File: config.mk
export PLATFORM = sky130hd
export DESIGN_NAME = crs_out_stage_flat
export DESIGN_NICKNAME = d
export VERILOG_FILES = /design/src/sv/circular_ranked_sequence_macros.svh /design/src/sv/crs_pkg.sv /design/src/sv/crs_if.sv /design/src/sv/crs_out_stage.sv /design/src/flat_wrapper.sv
export SDC_FILE = /design/constraint.sdc
export NUM_CORES = 1
export LEC_CHECK = 0
export ABC_AREA = 1
export ABC_CLOCK_PERIOD_IN_PS = 8150
export BUFFER_PORTS_ARGS = -buffer_cell sky130_fd_sc_hd__buf_2
export CAP_MARGIN = 40
export CORE_ASPECT_RATIO = 1.4
export CORE_MARGIN = 3
export CORE_UTILIZATION = 43
export CTS_CLUSTER_DIAMETER = 80
export DETAILED_ROUTE_END_ITERATION = 12
export PLACE_DENSITY = 0.84
export SLEW_MARGIN = 40
export SYNTH_ARGS = -nofsm -noshare
export SYNTH_HDL_FRONTEND = slang
export SYNTH_SLANG_ARGS = --single-unit
File: constraint.sdc
create_clock -name i_clk -period 8.15 [get_ports i_clk]
set_input_delay 0 -clock i_clk [delete_from_list [all_inputs] [get_ports i_clk]]
set_output_delay 0 -clock i_clk [all_outputs]
set_load 0.02 [all_outputs]
File: src/sv/circular_ranked_sequence_macros.svh
// assertion macros for the ranked sequence block
`ifndef CIRCULAR_RANKED_SEQUENCE_MACROS_SVH
`define CIRCULAR_RANKED_SEQUENCE_MACROS_SVH
`ifndef SYNTHESIS
`define CRS_ASSERT(lbl, clk, rst_n, prop) \
    lbl: assert property (@(posedge clk) disable iff (!rst_n) prop) \
        else $error("crs assertion failed");
`define CRS_ASSERT_ALWAYS(lbl, clk, prop) \
    lbl: assert property (@(posedge clk) prop) \
        else $error("crs assertion failed");
`else
`define CRS_ASSERT(lbl, clk, rst_n, prop)
`define CRS_ASSERT_ALWAYS(lbl, clk, prop)
`endif
`endif

File: src/sv/crs_pkg.sv
package crs_pkg;

    localparam int DEPTH_DEF     = 256;
    localparam int WORD_BITS_DEF = 32;

    localparam int REQ_TYPE_W = 3;
    localparam int RANK_W     = 8;
    localparam int ELEMENT_W  = 32;
    localparam int DATA_OUT_W = 32;
    localparam int STATUS_W   = 2;
    localparam int COUNT_W    = 8;

    localparam logic [REQ_TYPE_W-1:0] OP_PUSH_FRONT = 3'd0;
    localparam logic [REQ_TYPE_W-1:0] OP_PUSH_BACK  = 3'd1;
    localparam logic [REQ_TYPE_W-1:0] OP_POP_FRONT  = 3'd2;
    localparam logic [REQ_TYPE_W-1:0] OP_POP_BACK   = 3'd3;
    localparam logic [REQ_TYPE_W-1:0] OP_INSERT     = 3'd4;
    localparam logic [REQ_TYPE_W-1:0] OP_REMOVE     = 3'd5;
    localparam logic [REQ_TYPE_W-1:0] OP_GET        = 3'd6;
    localparam logic [REQ_TYPE_W-1:0] OP_SET        = 3'd7;

    localparam logic [STATUS_W-1:0] ST_OK   = 2'd0;
    localparam logic [STATUS_W-1:0] ST_BAD  = 2'd1;
    localparam logic [STATUS_W-1:0] ST_FULL = 2'd2;

    typedef struct packed {
        logic [DATA_OUT_W-1:0] data_out;
        logic [STATUS_W-1:0]   status;
        logic [COUNT_W-1:0]    count;
    } t_crs_result;

    typedef struct packed {
        logic idle;
        logic full;
    } t_crs_stat;

endpackage

File: src/sv/crs_if.sv


interface crs_rsp_if;
    import crs_pkg::*;

    logic                  valid;
    logic                  ready;
    logic [DATA_OUT_W-1:0] data_out;
    logic [STATUS_W-1:0]   status;
    logic [COUNT_W-1:0]    count;

    modport source (output valid, output data_out, output status, output count, input ready);
    modport sink   (input valid, input data_out, input status, input count, output ready);
endinterface

File: src/sv/crs_out_stage.sv
module crs_out_stage (
    input  logic                 i_clk,
    input  logic                 i_rst_n,
    input  logic                 i_valid,
    output logic                 o_ready,
    input  crs_pkg::t_crs_result i_res,
    crs_rsp_if.source            o_rsp
);
    import crs_pkg::*;

    logic        r_valid, n_valid;
    t_crs_result r_res, n_res;

    always_comb begin
        n_valid = r_valid;
        n_res   = r_res;
        if (o_rsp.ready) begin
            n_valid = 1'b0;
        end
        if (o_ready && i_valid) begin
            n_valid = 1'b1;
            n_res   = i_res;
        end
    end

    always_ff @(posedge i_clk) begin
        if (!i_rst_n) begin
            r_valid <= 1'b0;
        end else begin
            r_valid <= n_valid;
        end
    end

    always_ff @(posedge i_clk) begin
        r_res <= n_res;
    end

    assign o_ready        = !r_valid || o_rsp.ready;
    assign o_rsp.valid    = r_valid;
    assign o_rsp.data_out = r_res.data_out;
    assign o_rsp.status   = r_res.status;
    assign o_rsp.count    = r_res.count;

endmodule

File: src/flat_wrapper.sv
// flat-port wrapper written by rule: the top's interface ports become plain ports
module crs_out_stage_flat import crs_pkg::*;
  (i_clk, i_rst_n, i_valid, o_ready, i_res, o_rsp_valid, o_rsp_data_out, o_rsp_status, o_rsp_count, o_rsp_ready);
  crs_rsp_if o_rsp_i ();
  input  logic i_clk;
  input  logic i_rst_n;
  input  logic i_valid;
  output logic o_ready;
  input  crs_pkg::t_crs_result i_res;
  output wire logic [$bits(o_rsp_i.valid)-1:0] o_rsp_valid;
  output wire logic [$bits(o_rsp_i.data_out)-1:0] o_rsp_data_out;
  output wire logic [$bits(o_rsp_i.status)-1:0] o_rsp_status;
  output wire logic [$bits(o_rsp_i.count)-1:0] o_rsp_count;
  input wire logic [$bits(o_rsp_i.ready)-1:0] o_rsp_ready;
  assign o_rsp_valid = o_rsp_i.valid;
  assign o_rsp_data_out = o_rsp_i.data_out;
  assign o_rsp_status = o_rsp_i.status;
  assign o_rsp_count = o_rsp_i.count;
  assign o_rsp_i.ready = o_rsp_ready;
  crs_out_stage u_core (.i_clk(i_clk), .i_rst_n(i_rst_n), .i_valid(i_valid), .o_ready(o_ready), .i_res(i_res), .o_rsp(o_rsp_i));
endmodule
# Word level (Yosys, flattened, before mapping)
# Cells that the tools add are included.
[classes]
reduce_logical = 4
n_mux = 2
[ops]
columns = ["operator", "count"]
rows = [
  ["$mux W1", 2],
  ["$reduce_bool A2 Y1", 1],
  ["$logic_and A1 B1 Y1", 1],
  ["$logic_not A1 Y1", 1],
  ["$logic_or A1 B1 Y1", 1],
]
[totals]
regBits = 43
inputBits = 46
output_inout_bits = 44
word_cells = 10

# Longest topological paths before layout
# Gate-level depths: netlist of run 1.
[logic_depth]
word_depth = 4
ltp_mapped = 3
mapped_depth_nobuf = 3

# Least setup slack after synthesis of run 1
# No wires, ideal clock.
[synth_timing]
path_kind = "reg2reg"
start = "register u_core.r_valid, in the netlist u_core.o_rsp.valid"
end = "register u_core.r_res, in the netlist u_core.o_rsp.count[0] (enable)"
t_required_ps = 7695
setup_ps = 455
path_stages_with_launch = 2
path_buffers = 0
slack_ps = 5197
arrival_ps = 2497
period_less_slack_ps = 2953
path_cell_list = "dfxtp_1 -> a21oi_1"
[synth_via]
elab_chain_len = 3
[synth_rtl]
columns = ["item", "line", "source"]
rows = [
  ["from (decl)", "crs_out_stage.sv:11", "logic r_valid, n_valid;"],
  ["from (signal assigned)", "crs_out_stage.sv:30", "r_valid <= n_valid;"],
  ["$logic_not A1 Y1", "crs_out_stage.sv:38", "assign o_ready = !r_valid || o_rsp.ready;"],
  ["$logic_or A1 B1 Y1", "crs_out_stage.sv:38", ""],
  ["$logic_and A1 B1 Y1", "crs_out_stage.sv:20", "if (o_ready && i_valid) begin"],
  ["to (signal assigned)", "crs_out_stage.sv:35", "r_res <= n_res;"],
  ["to (decl)", "crs_out_stage.sv:12", "t_crs_result r_res, n_res;"],
]
# No other way between the ends.
# A chain may end at the register's enable or synchronous reset.

# Worst setup path after layout of run 1
[layout_timing]
start = "register u_core.r_valid, in the netlist u_core.o_rsp.valid"
end = "register u_core.r_res, in the netlist u_core.o_rsp.data_out[20] (enable)"
# Same word-level chain as after synthesis.

==> metrics.log, run 1 <==
[metrics] status: finished clean
[metrics] gr usage total: a little over a fifth
[metrics] clk_lat worst skew: a little under 300 ps
[metrics] n_diodes: 0
[metrics] clock buffer depth: 2
[metrics] min Tclk post-route: between 1500 and 2000 ps
[metrics] share of the synthesized area in compound gates (AO/OA/AOI/OAI): 1.049%
[metrics] multiplexer area fraction after synthesis: 0%
[metrics] reg2reg end: u_core.o_rsp.data_out[20]
[metrics] initial antenna violation count: 0
[metrics] full die area: 0.003761 mm2
[metrics] number of optimization iterations in the first detailed-route pass: 4
[metrics] Site Rows: 23
[metrics] fin nets: 236
[metrics] clock input transition at the sequential cells of the worst setup and hold paths: around 80 ps
[metrics] share of synthesized cell area in and, or, nand and nor gates: less than 1%
[metrics] Detailed Place HPWL: 2.022 mm
[metrics] Vias: 993
[metrics] number of max-slew violations in the final report: 0
[metrics] power density cells: 192.6 mW/mm2
[metrics] max-cap violation count: 0
[metrics] CP Launch Type: flop
[metrics] vertical die dimension: about 71 um
[metrics] number of buffers inserted during clock tree synthesis: 5
[metrics] non-filler cells in the finished layout: ~230
[metrics] worst vdd rail ir drop: approximately 0.00016 V
[metrics] global placer's final weighted congestion: 0.6837
[metrics] number of inserted filler cells in the final layout: between 150 and 200
[metrics] sum of negative setup slack: 0 ps
[metrics] cell depth of the worst min-delay path: 3
[metrics] Worst Hold Launch: o_rsp_ready
[metrics] gate count after technology mapping: 49
[metrics] share of synthesized cell area in full adder, half adder and majority cells: 0%
[metrics] post-route clock period utilization: 18.43%
[metrics] number of setup violations in the final report: 0
[metrics] normalized max-slew margin: 74.88%
[metrics] post-synthesis average cell area: between 20 and 30 um2
[metrics] antenna violation net count after detailed routing: 0
[metrics] Critical Path RT: 8100 ps
[metrics] first-pass GRT wire length: around 5.4 mm
[metrics] post-cts repair resize count: 0
[metrics] routed vias/inst: approximately 4.4
[metrics] clock root buffer: clkbuf_8
[metrics] final hold violation count: 0
[metrics] Routed Wire Length: 3.660 mm
[metrics] utilization of the core after routing: between 80 and 90%
[metrics] Mapped Area: ~0.0013 mm2
[metrics] core outline area: 0.002907 mm2
[metrics] arrival time reported for the critical path endpoint: roughly 1500 ps
[metrics] die width: about 53 um
[metrics] total cell area at the placement stage: 0.001823 mm2
[metrics] leftover overflow at the end of global routing: 0
[metrics] launching element of the worst setup path: u_core.o_rsp.valid
[metrics] clk sinks: 43
[metrics] Initial Utilization: 45.16%
[metrics] multi-input gate area in the final layout: 31.28 um2
[metrics] Reg2Reg Launch Point: u_core.o_rsp.valid
[metrics] clock tree skew after final layout: 8.472 ps
[metrics] fraction of final layout cells sized beyond drive strength 1: 52.88%
[metrics] maximum number of pins on one net before global-route repair: 33
[metrics] unique cell type count in the Yosys netlist: 7
[metrics] Min-Delay Path Class: primary input to flop
[metrics] slew at the pin closest to its max-slew limit: 376.0 ps
[metrics] R2R setup slack: 6650 ps
[metrics] # port buffers: 89
[metrics] largest family of logic cells by synthesized area: compound AO/OA/AOI/OAI gates
[metrics] Max Fclk: 665.8 MHz
[metrics] cell count after placement: around 180
[metrics] Hold Crit Endpoint: u_core.o_rsp.count[1]
[metrics] critical-path cell with the highest stage delay: buf_4
[metrics] setup repair after global routing missed its margin: no
[metrics] Critical Path End Type: flop
[metrics] Warnings, synthesis: 0
[metrics] routed length per instance: roughly 16 um
[metrics] initial detailed-routing violation count: 19
[metrics] crit-path max FO: 32
[metrics] WS Path Type: flop to flop
[metrics] ports placed on the boundary: 90
[metrics] cells along the critical path: a21oi_4 -> buf_4
[metrics] proportion of synthesized chip area in sequential cells: 97.62%
[metrics] number of global-route vias before repair: 1106
[metrics] Post-Syn Nets: 95
[metrics] register cell area after layout: 0.001281 mm2
[metrics] LEAKAGE: 1.017 nW
[metrics] clock tree from TritonCTS: built
[metrics] flip-flop and latch count after synthesis: 43
[metrics] worst-case reg-to-reg path depth: 2
[metrics] Area growth syn-to-layout: 78.93%
[metrics] number of design rule violations left after detail routing: 0
[metrics] overall power after layout: approximately 0.00045 W
[metrics] total non-filler cell area in the finished layout: between 0.002 and 0.0025 mm2
[metrics] xor-xnor portion of the synthesized cell area: 0%
[metrics] max incr delay on CP: approximately 430 ps
[metrics] H-Tree Depth: 2
-- metal layers --
metal,vias to the layer above,GRT usage [%],share of wire [%]
met4,0,7.670,2.2
met3,8,7.069,6.4
met5,-,0,0
met2,55,43.51,63
met1,459,16.86,28
li1,471,-,-
-- synth_stat cells --
cell / n / area share, %
edfxtp_1: 42 / 96
inv_1: 2 / 0.57
a21oi_1: 1 / 0.38
a21oi_2: 1 / 0.67
dfxtp_1: 1 / 1.5
inv_2: 1 / 0.29
nand2_2: 1 / 0.48
-- layout by cell type (no fill, tap or decap) --
| cell type | n |
|---|---|
| inv_2 | 1 |
| inv_1 | 2 |
| a21oi_4 | 1 |
| edfxtp_1 | 42 |
| clkbuf_1 | 1 |
| buf_2 | 89 |
| dfxtp_1 | 1 |
| dlygate4sd3_1 | 44 |
| clkinvlp_4 | 1 |
| nand2_2 | 1 |
| clkbuf_8 | 5 |
| a21oi_2 | 1 |
| buf_4 | 1 |
| clkinv_2 | 1 |
-- worst max path at each step --
stage                                end  slack, ps  depth (start not counted)
5_1_grt        u_core.o_rsp.data_out[20]       6570                          2
6_report       u_core.o_rsp.data_out[20]       6650                          2
3_5_place_dp    u_core.o_rsp.data_out[1]       6670                          2
3_3_place_gp       u_core.o_rsp.count[0]       6730                          2
4_1_cts         u_core.o_rsp.data_out[1]       6650                          2
2_1_floorplan      u_core.o_rsp.count[0]       5200                          1
-- stage by stage --
step / worst slack, ps / hold WS [ps]
finish: 6648 / 184.1
global placement: 6730 / 176.9
CTS: 6654 / 167.7
detailed placement: 6673 / 178.1
floorplan: 5197 / 98.87
global route: 6575 / 186.4
-- registers in the layout, summed over array words and instances (netlist names) --
signal,count
u_core.o_rsp.data_out,32
u_core.o_rsp.count,8
u_core.o_rsp.status,2
u_core.o_rsp.valid,1
-- final cells by class --
cell class                 instances  area share [%]
clock buffer                       6           3.090
clock inverter                     2          0.5328
multi-input combinational          3           1.332
inverter                           3          0.4795
sequential                        43           54.56
tap                               37           1.971
timing repair buffer             134           38.04
-- power by group --
| part | switching, W | total [W] | internal (W) |
|---|---|---|---|
| Clock | 0.0000671 | 0.000127 | 0.0000598 |
| Combinational | 0.0000333 | 0.0000638 | 0.0000305 |
| Sequential | 0.00000380 | 0.000262 | 0.000258 |
-- cells by family (layout without fill, tap and decap cells) --
group	after synthesis	after routing
AO/OA/AOI/OAI	2	2
AND/OR/NAND/NOR	1	1
flip-flops	43	43
buffers and inverters	3	145
-- timing repair --
item                      4_1_cts  5_1_grt
hold buffers                   44        0
buffers inserted                0        0
hold endpoints to repair       43        0
-- critical path, delay by kind of cell (launching register included) --
kind	cells	cell delay, ps
buffers and inverters	1	430
DFF	1	360
AOI/OAI and AO/OA	1	360
(Power assumes the default switching activity.)
==> run 2: changes to the inputs <==
Settings changed: ABC_AREA 1 to 0, ABC_CLOCK_PERIOD_IN_PS 8150 to 1300, CORE_UTILIZATION 43 to 36, PLACE_DENSITY 0.84 to 0.75.
Clock period 8.15 ns to 1.3 ns, I/O delays scaled along.
==> metrics.log, run 2 <==
[metrics] Initial Utilization: 38.33% (was 45.16%)
[metrics] number of setup violations in the final report: 0 (unchanged)
[metrics] initial detailed-routing violation count: 26 (was 19)
[metrics] power density cells: 1172 mW/mm2 (was 192.6 mW/mm2)
[metrics] Site Rows: 25 (was 23)
[metrics] worst vdd rail ir drop: 0.001045 V (was 0.0001613 V)
[metrics] antenna violation net count after detailed routing: 0 (unchanged)
[metrics] n_diodes: 0 (unchanged)
[metrics] maximum number of pins on one net before global-route repair: 23 (was 33)
[metrics] number of max-slew violations in the final report: 0 (unchanged)
[metrics] vertical die dimension: 77.62 um (was 71.37 um)
[metrics] number of post-CTS setup repair buffers: 0 (unchanged)
[metrics] Mapped Area: 0.001319 mm2 (was 0.001313 mm2)
[metrics] full die area: 0.004436 mm2 (was 0.003761 mm2)
[metrics] core outline area: 0.003441 mm2 (was 0.002907 mm2)
[metrics] first-pass GRT wire length: 4.747 mm (was 5.402 mm)
[metrics] post-route clock period utilization: 91.50%
[metrics] share of synthesized cell area in and, or, nand and nor gates: 1.708% (was 0.4766%)
[metrics] # port buffers: 89 (unchanged)
[metrics] unique cell type count in the Yosys netlist: 6 (was 7)
[metrics] Post-Syn Nets: 93 (was 95)
[metrics] leftover overflow at the end of global routing: 0 (unchanged)
[metrics] Routed Wire Length: 3.024 mm (was 3.660 mm)
[metrics] utilization of the core after routing: 68.95% (was 80.80%)
[metrics] final hold violation count: 0 (unchanged)
[metrics] launching element of the worst setup path: i_rst_n (was u_core.o_rsp.valid)
[metrics] ys flop type: edfxtp_1 (unchanged)
[metrics] Max Fclk: 840.7 MHz
[metrics] LEAKAGE: 1.030 nW (was 1.017 nW)
[metrics] status: finished clean (unchanged)
[metrics] largest family of logic cells by synthesized area: simple AND/OR/NAND/NOR gates (was compound AO/OA/AOI/OAI gates)
[metrics] gate count after technology mapping: 47 (was 49)
[metrics] proportion of register bits with asynchronous set or reset after synthesis: 0% (unchanged)
[metrics] fin nets: 235 (was 236)
[metrics] commonest non-fill, non-tap cell in the layout: buf_2 (unchanged)
[metrics] number of design rule violations left after detail routing: 0 (unchanged)
[metrics] ports placed on the boundary: 90 (unchanged)
[metrics] number of optimization iterations in the first detailed-route pass: 4 (unchanged)
[metrics] Reg2Reg Launch Point: u_core.o_rsp.valid (unchanged)
[metrics] number of global-route vias before repair: 1043 (was 1106)
[metrics] Critical Path RT: 1470 ps (was 8100 ps)
[metrics] proportion of power drawn by the clock network: 26.5% (was 28.1%)
[metrics] WS Path Type: primary input to flop (was flop to flop)
[metrics] routed length per instance: 13.21 um (was 16.05 um)
[metrics] post-synthesis average cell area: 28.06 um2 (was 26.79 um2)
[metrics] multiplexer area fraction after synthesis: 0% (unchanged)
[metrics] Pint: 0.002180 W (was 0.0003482 W)
[metrics] Min-Delay Path Class: primary input to flop (unchanged)
[metrics] share of the synthesized area in compound gates (AO/OA/AOI/OAI): 0.8539% (was 1.049%)
[metrics] clock buffer depth: 2 (unchanged)
[metrics] setup repair after global routing missed its margin: no (unchanged)
[metrics] CP Launch Type: primary input (was flop)
[metrics] Post-synth EDFFs: 42 (unchanged)
[metrics] logic gate share of total power: 14.7% (was 14.1%)
[metrics] number of buffers inserted during clock tree synthesis: 5 (unchanged)
[metrics] clk sinks: 43 (unchanged)
[metrics] cell with the most instances after synthesis: edfxtp_1 (unchanged)
[metrics] normalized max-slew margin: 91.23% (was 74.88%)
[metrics] hold buffer count at CTS: 44 (unchanged)
[metrics] clock input transition at the sequential cells of the worst setup and hold paths: 70 ps (was 80 ps)
[metrics] sum of negative setup slack: 0 ps (unchanged)
[metrics] area fraction of the dominant cell type after synthesis: 95.64% (was 96.09%)
[metrics] initial antenna violation count: 0 (unchanged)
[metrics] Worst Hold Launch: i_valid (was o_rsp_ready)
[metrics] Vias: 955 (was 993)
[metrics] clock tree from TritonCTS: built (unchanged)
[metrics] min Tclk post-route: 1190 ps
[metrics] cell accounting for the most synthesized area: edfxtp_1 (unchanged)
[metrics] global placer's final weighted congestion: 0.6766 (was 0.6837)
[metrics] Net Sw Power: 0.0006000 W (was 0.0001042 W)
[metrics] clock root buffer: clkbuf_8 (unchanged)
[metrics] fraction of final layout cells sized beyond drive strength 1: 52.91% (was 52.88%)
[metrics] final setup margin: 110.5 ps (was 6648 ps)
[metrics] clk_lat worst skew: 280 ps (was 290 ps)
[metrics] gr usage total: 14.39% (was 21.30%)
[metrics] top post-synthesis cells by area: edfxtp_1 (96%), dfxtp_1 (1.5%), nand2b_4 (1.0%) (was edfxtp_1 (96%), dfxtp_1 (1.5%), a21oi_2 (0.67%))
[metrics] Largest register FFs: 32 (unchanged)
[metrics] max-cap violation count: 0 (unchanged)
[metrics] sequential share of power: 58.9% (was 57.8%)
[metrics] routed vias/inst: 4.170 (was 4.355)
[metrics] H-Tree Depth: 2 (unchanged)
[metrics] arrival time reported for the critical path endpoint: 1360 ps (was 1450 ps)
[metrics] worst setup slack before clock tree synthesis: 252.1 ps (was 6673 ps)
[metrics] crit-path max FO: 1 (was 32)
[metrics] Hold WS: 260.2 ps (was 184.1 ps)
[metrics] post-cts repair resize count: 0 (unchanged)
[metrics] Area growth syn-to-layout: 79.89% (was 78.93%)
[metrics] share of synthesized cell area in full adder, half adder and majority cells: 0% (unchanged)
[metrics] clock tree skew after final layout: 1.796 ps (was 8.472 ps)
[metrics] flip-flop and latch count after synthesis: 43 (unchanged)
[metrics] xor-xnor portion of the synthesized cell area: 0% (unchanged)
[metrics] most used cells in the layout excluding fill and tap cells: buf_2 (89), dlygate4sd3_1 (44), edfxtp_1 (42) (unchanged)
[metrics] proportion of synthesized chip area in sequential cells: 97.15% (was 97.62%)
[metrics] slew at the pin closest to its max-slew limit: 131.3 ps (was 376.0 ps)
[metrics] Sw Ratio: 21.58% (was 23.03%)
[metrics] Critical Path End Type: flop (unchanged)
[metrics] Warnings, synthesis: 0 (unchanged)
[metrics] die width: 57.15 um (was 52.70 um)
## run 2: changes by cell type after synthesis, sizes merged
cell and delta:
a21oi -2, a21boi +1, nand2 -1, and2 +1, nand2b +1, inv -2
## run 2: power by group through the flow
stage          Clock (W)  Combinational (W)  Sequential [W]
4_1_cts         0.000769           0.000409         0.00164
2_1_floorplan          0          0.0000344         0.00177
6_report        0.000736           0.000408         0.00164
5_1_grt         0.000822           0.000436         0.00164
3_3_place_gp           0           0.000298         0.00166
3_5_place_dp           0           0.000307         0.00167
## run 2: logic make-up (layout without fill, tap and decap cells)
group           Yosys count  after routing
buf+inv                   1            143
compound gates            1              1
flops                    43             43
simple gates              2              2
## run 2: final cells by class
type,count,area [um2]
Tap cell,40,50.05
Clock inverter,2,8.758
Inverter,1,3.754
Multi-Input combinational cell,3,33.78
Sequential cell,43,1281
Clock buffer,5,68.82
Fill cell,260,1069
Timing Repair Buffer,135,925.9
## run 2: path summary, 6_finish.rpt
kind                                     to  slack, ps  cells past startpoint
hold / removal    u_core.o_rsp.data_out[29]        260                      3
setup / recovery         u_core.o_rsp.valid        110                      4
hold reg to reg   u_core.o_rsp.data_out[29]        890                      3
setup reg to reg         u_core.o_rsp.valid        120                      3
## run 2: through the flow
step / area [um2] / instances / total power (W)
after global placement: 1854 / 178 / 0.001962
after CTS: 2372 / 229 / 0.002814
after floorplan: 1319 / 47 / 0.001808
final: 2372 / 229 / 0.002780
after detailed placement: 1854 / 178 / 0.001972
after global routing: 2372 / 229 / 0.002901
## run 2: per-layer routing
layer | wire (um) | GRT usage (%) | part of all wire, %
met5 | 0 | 0 | 0
met1 | 1002 | 14.09 | 33
met2 | 1728 | 27.35 | 57
met3 | 276 | 4.659 | 9.1
met4 | 15 | 4.872 | 0.50
## run 2: worst max-delay path: stages
cell           delay [ps]
dlygate4sd3_1         540
buf_2                 130
a21boi_2              140
dlygate4sd3_1         550
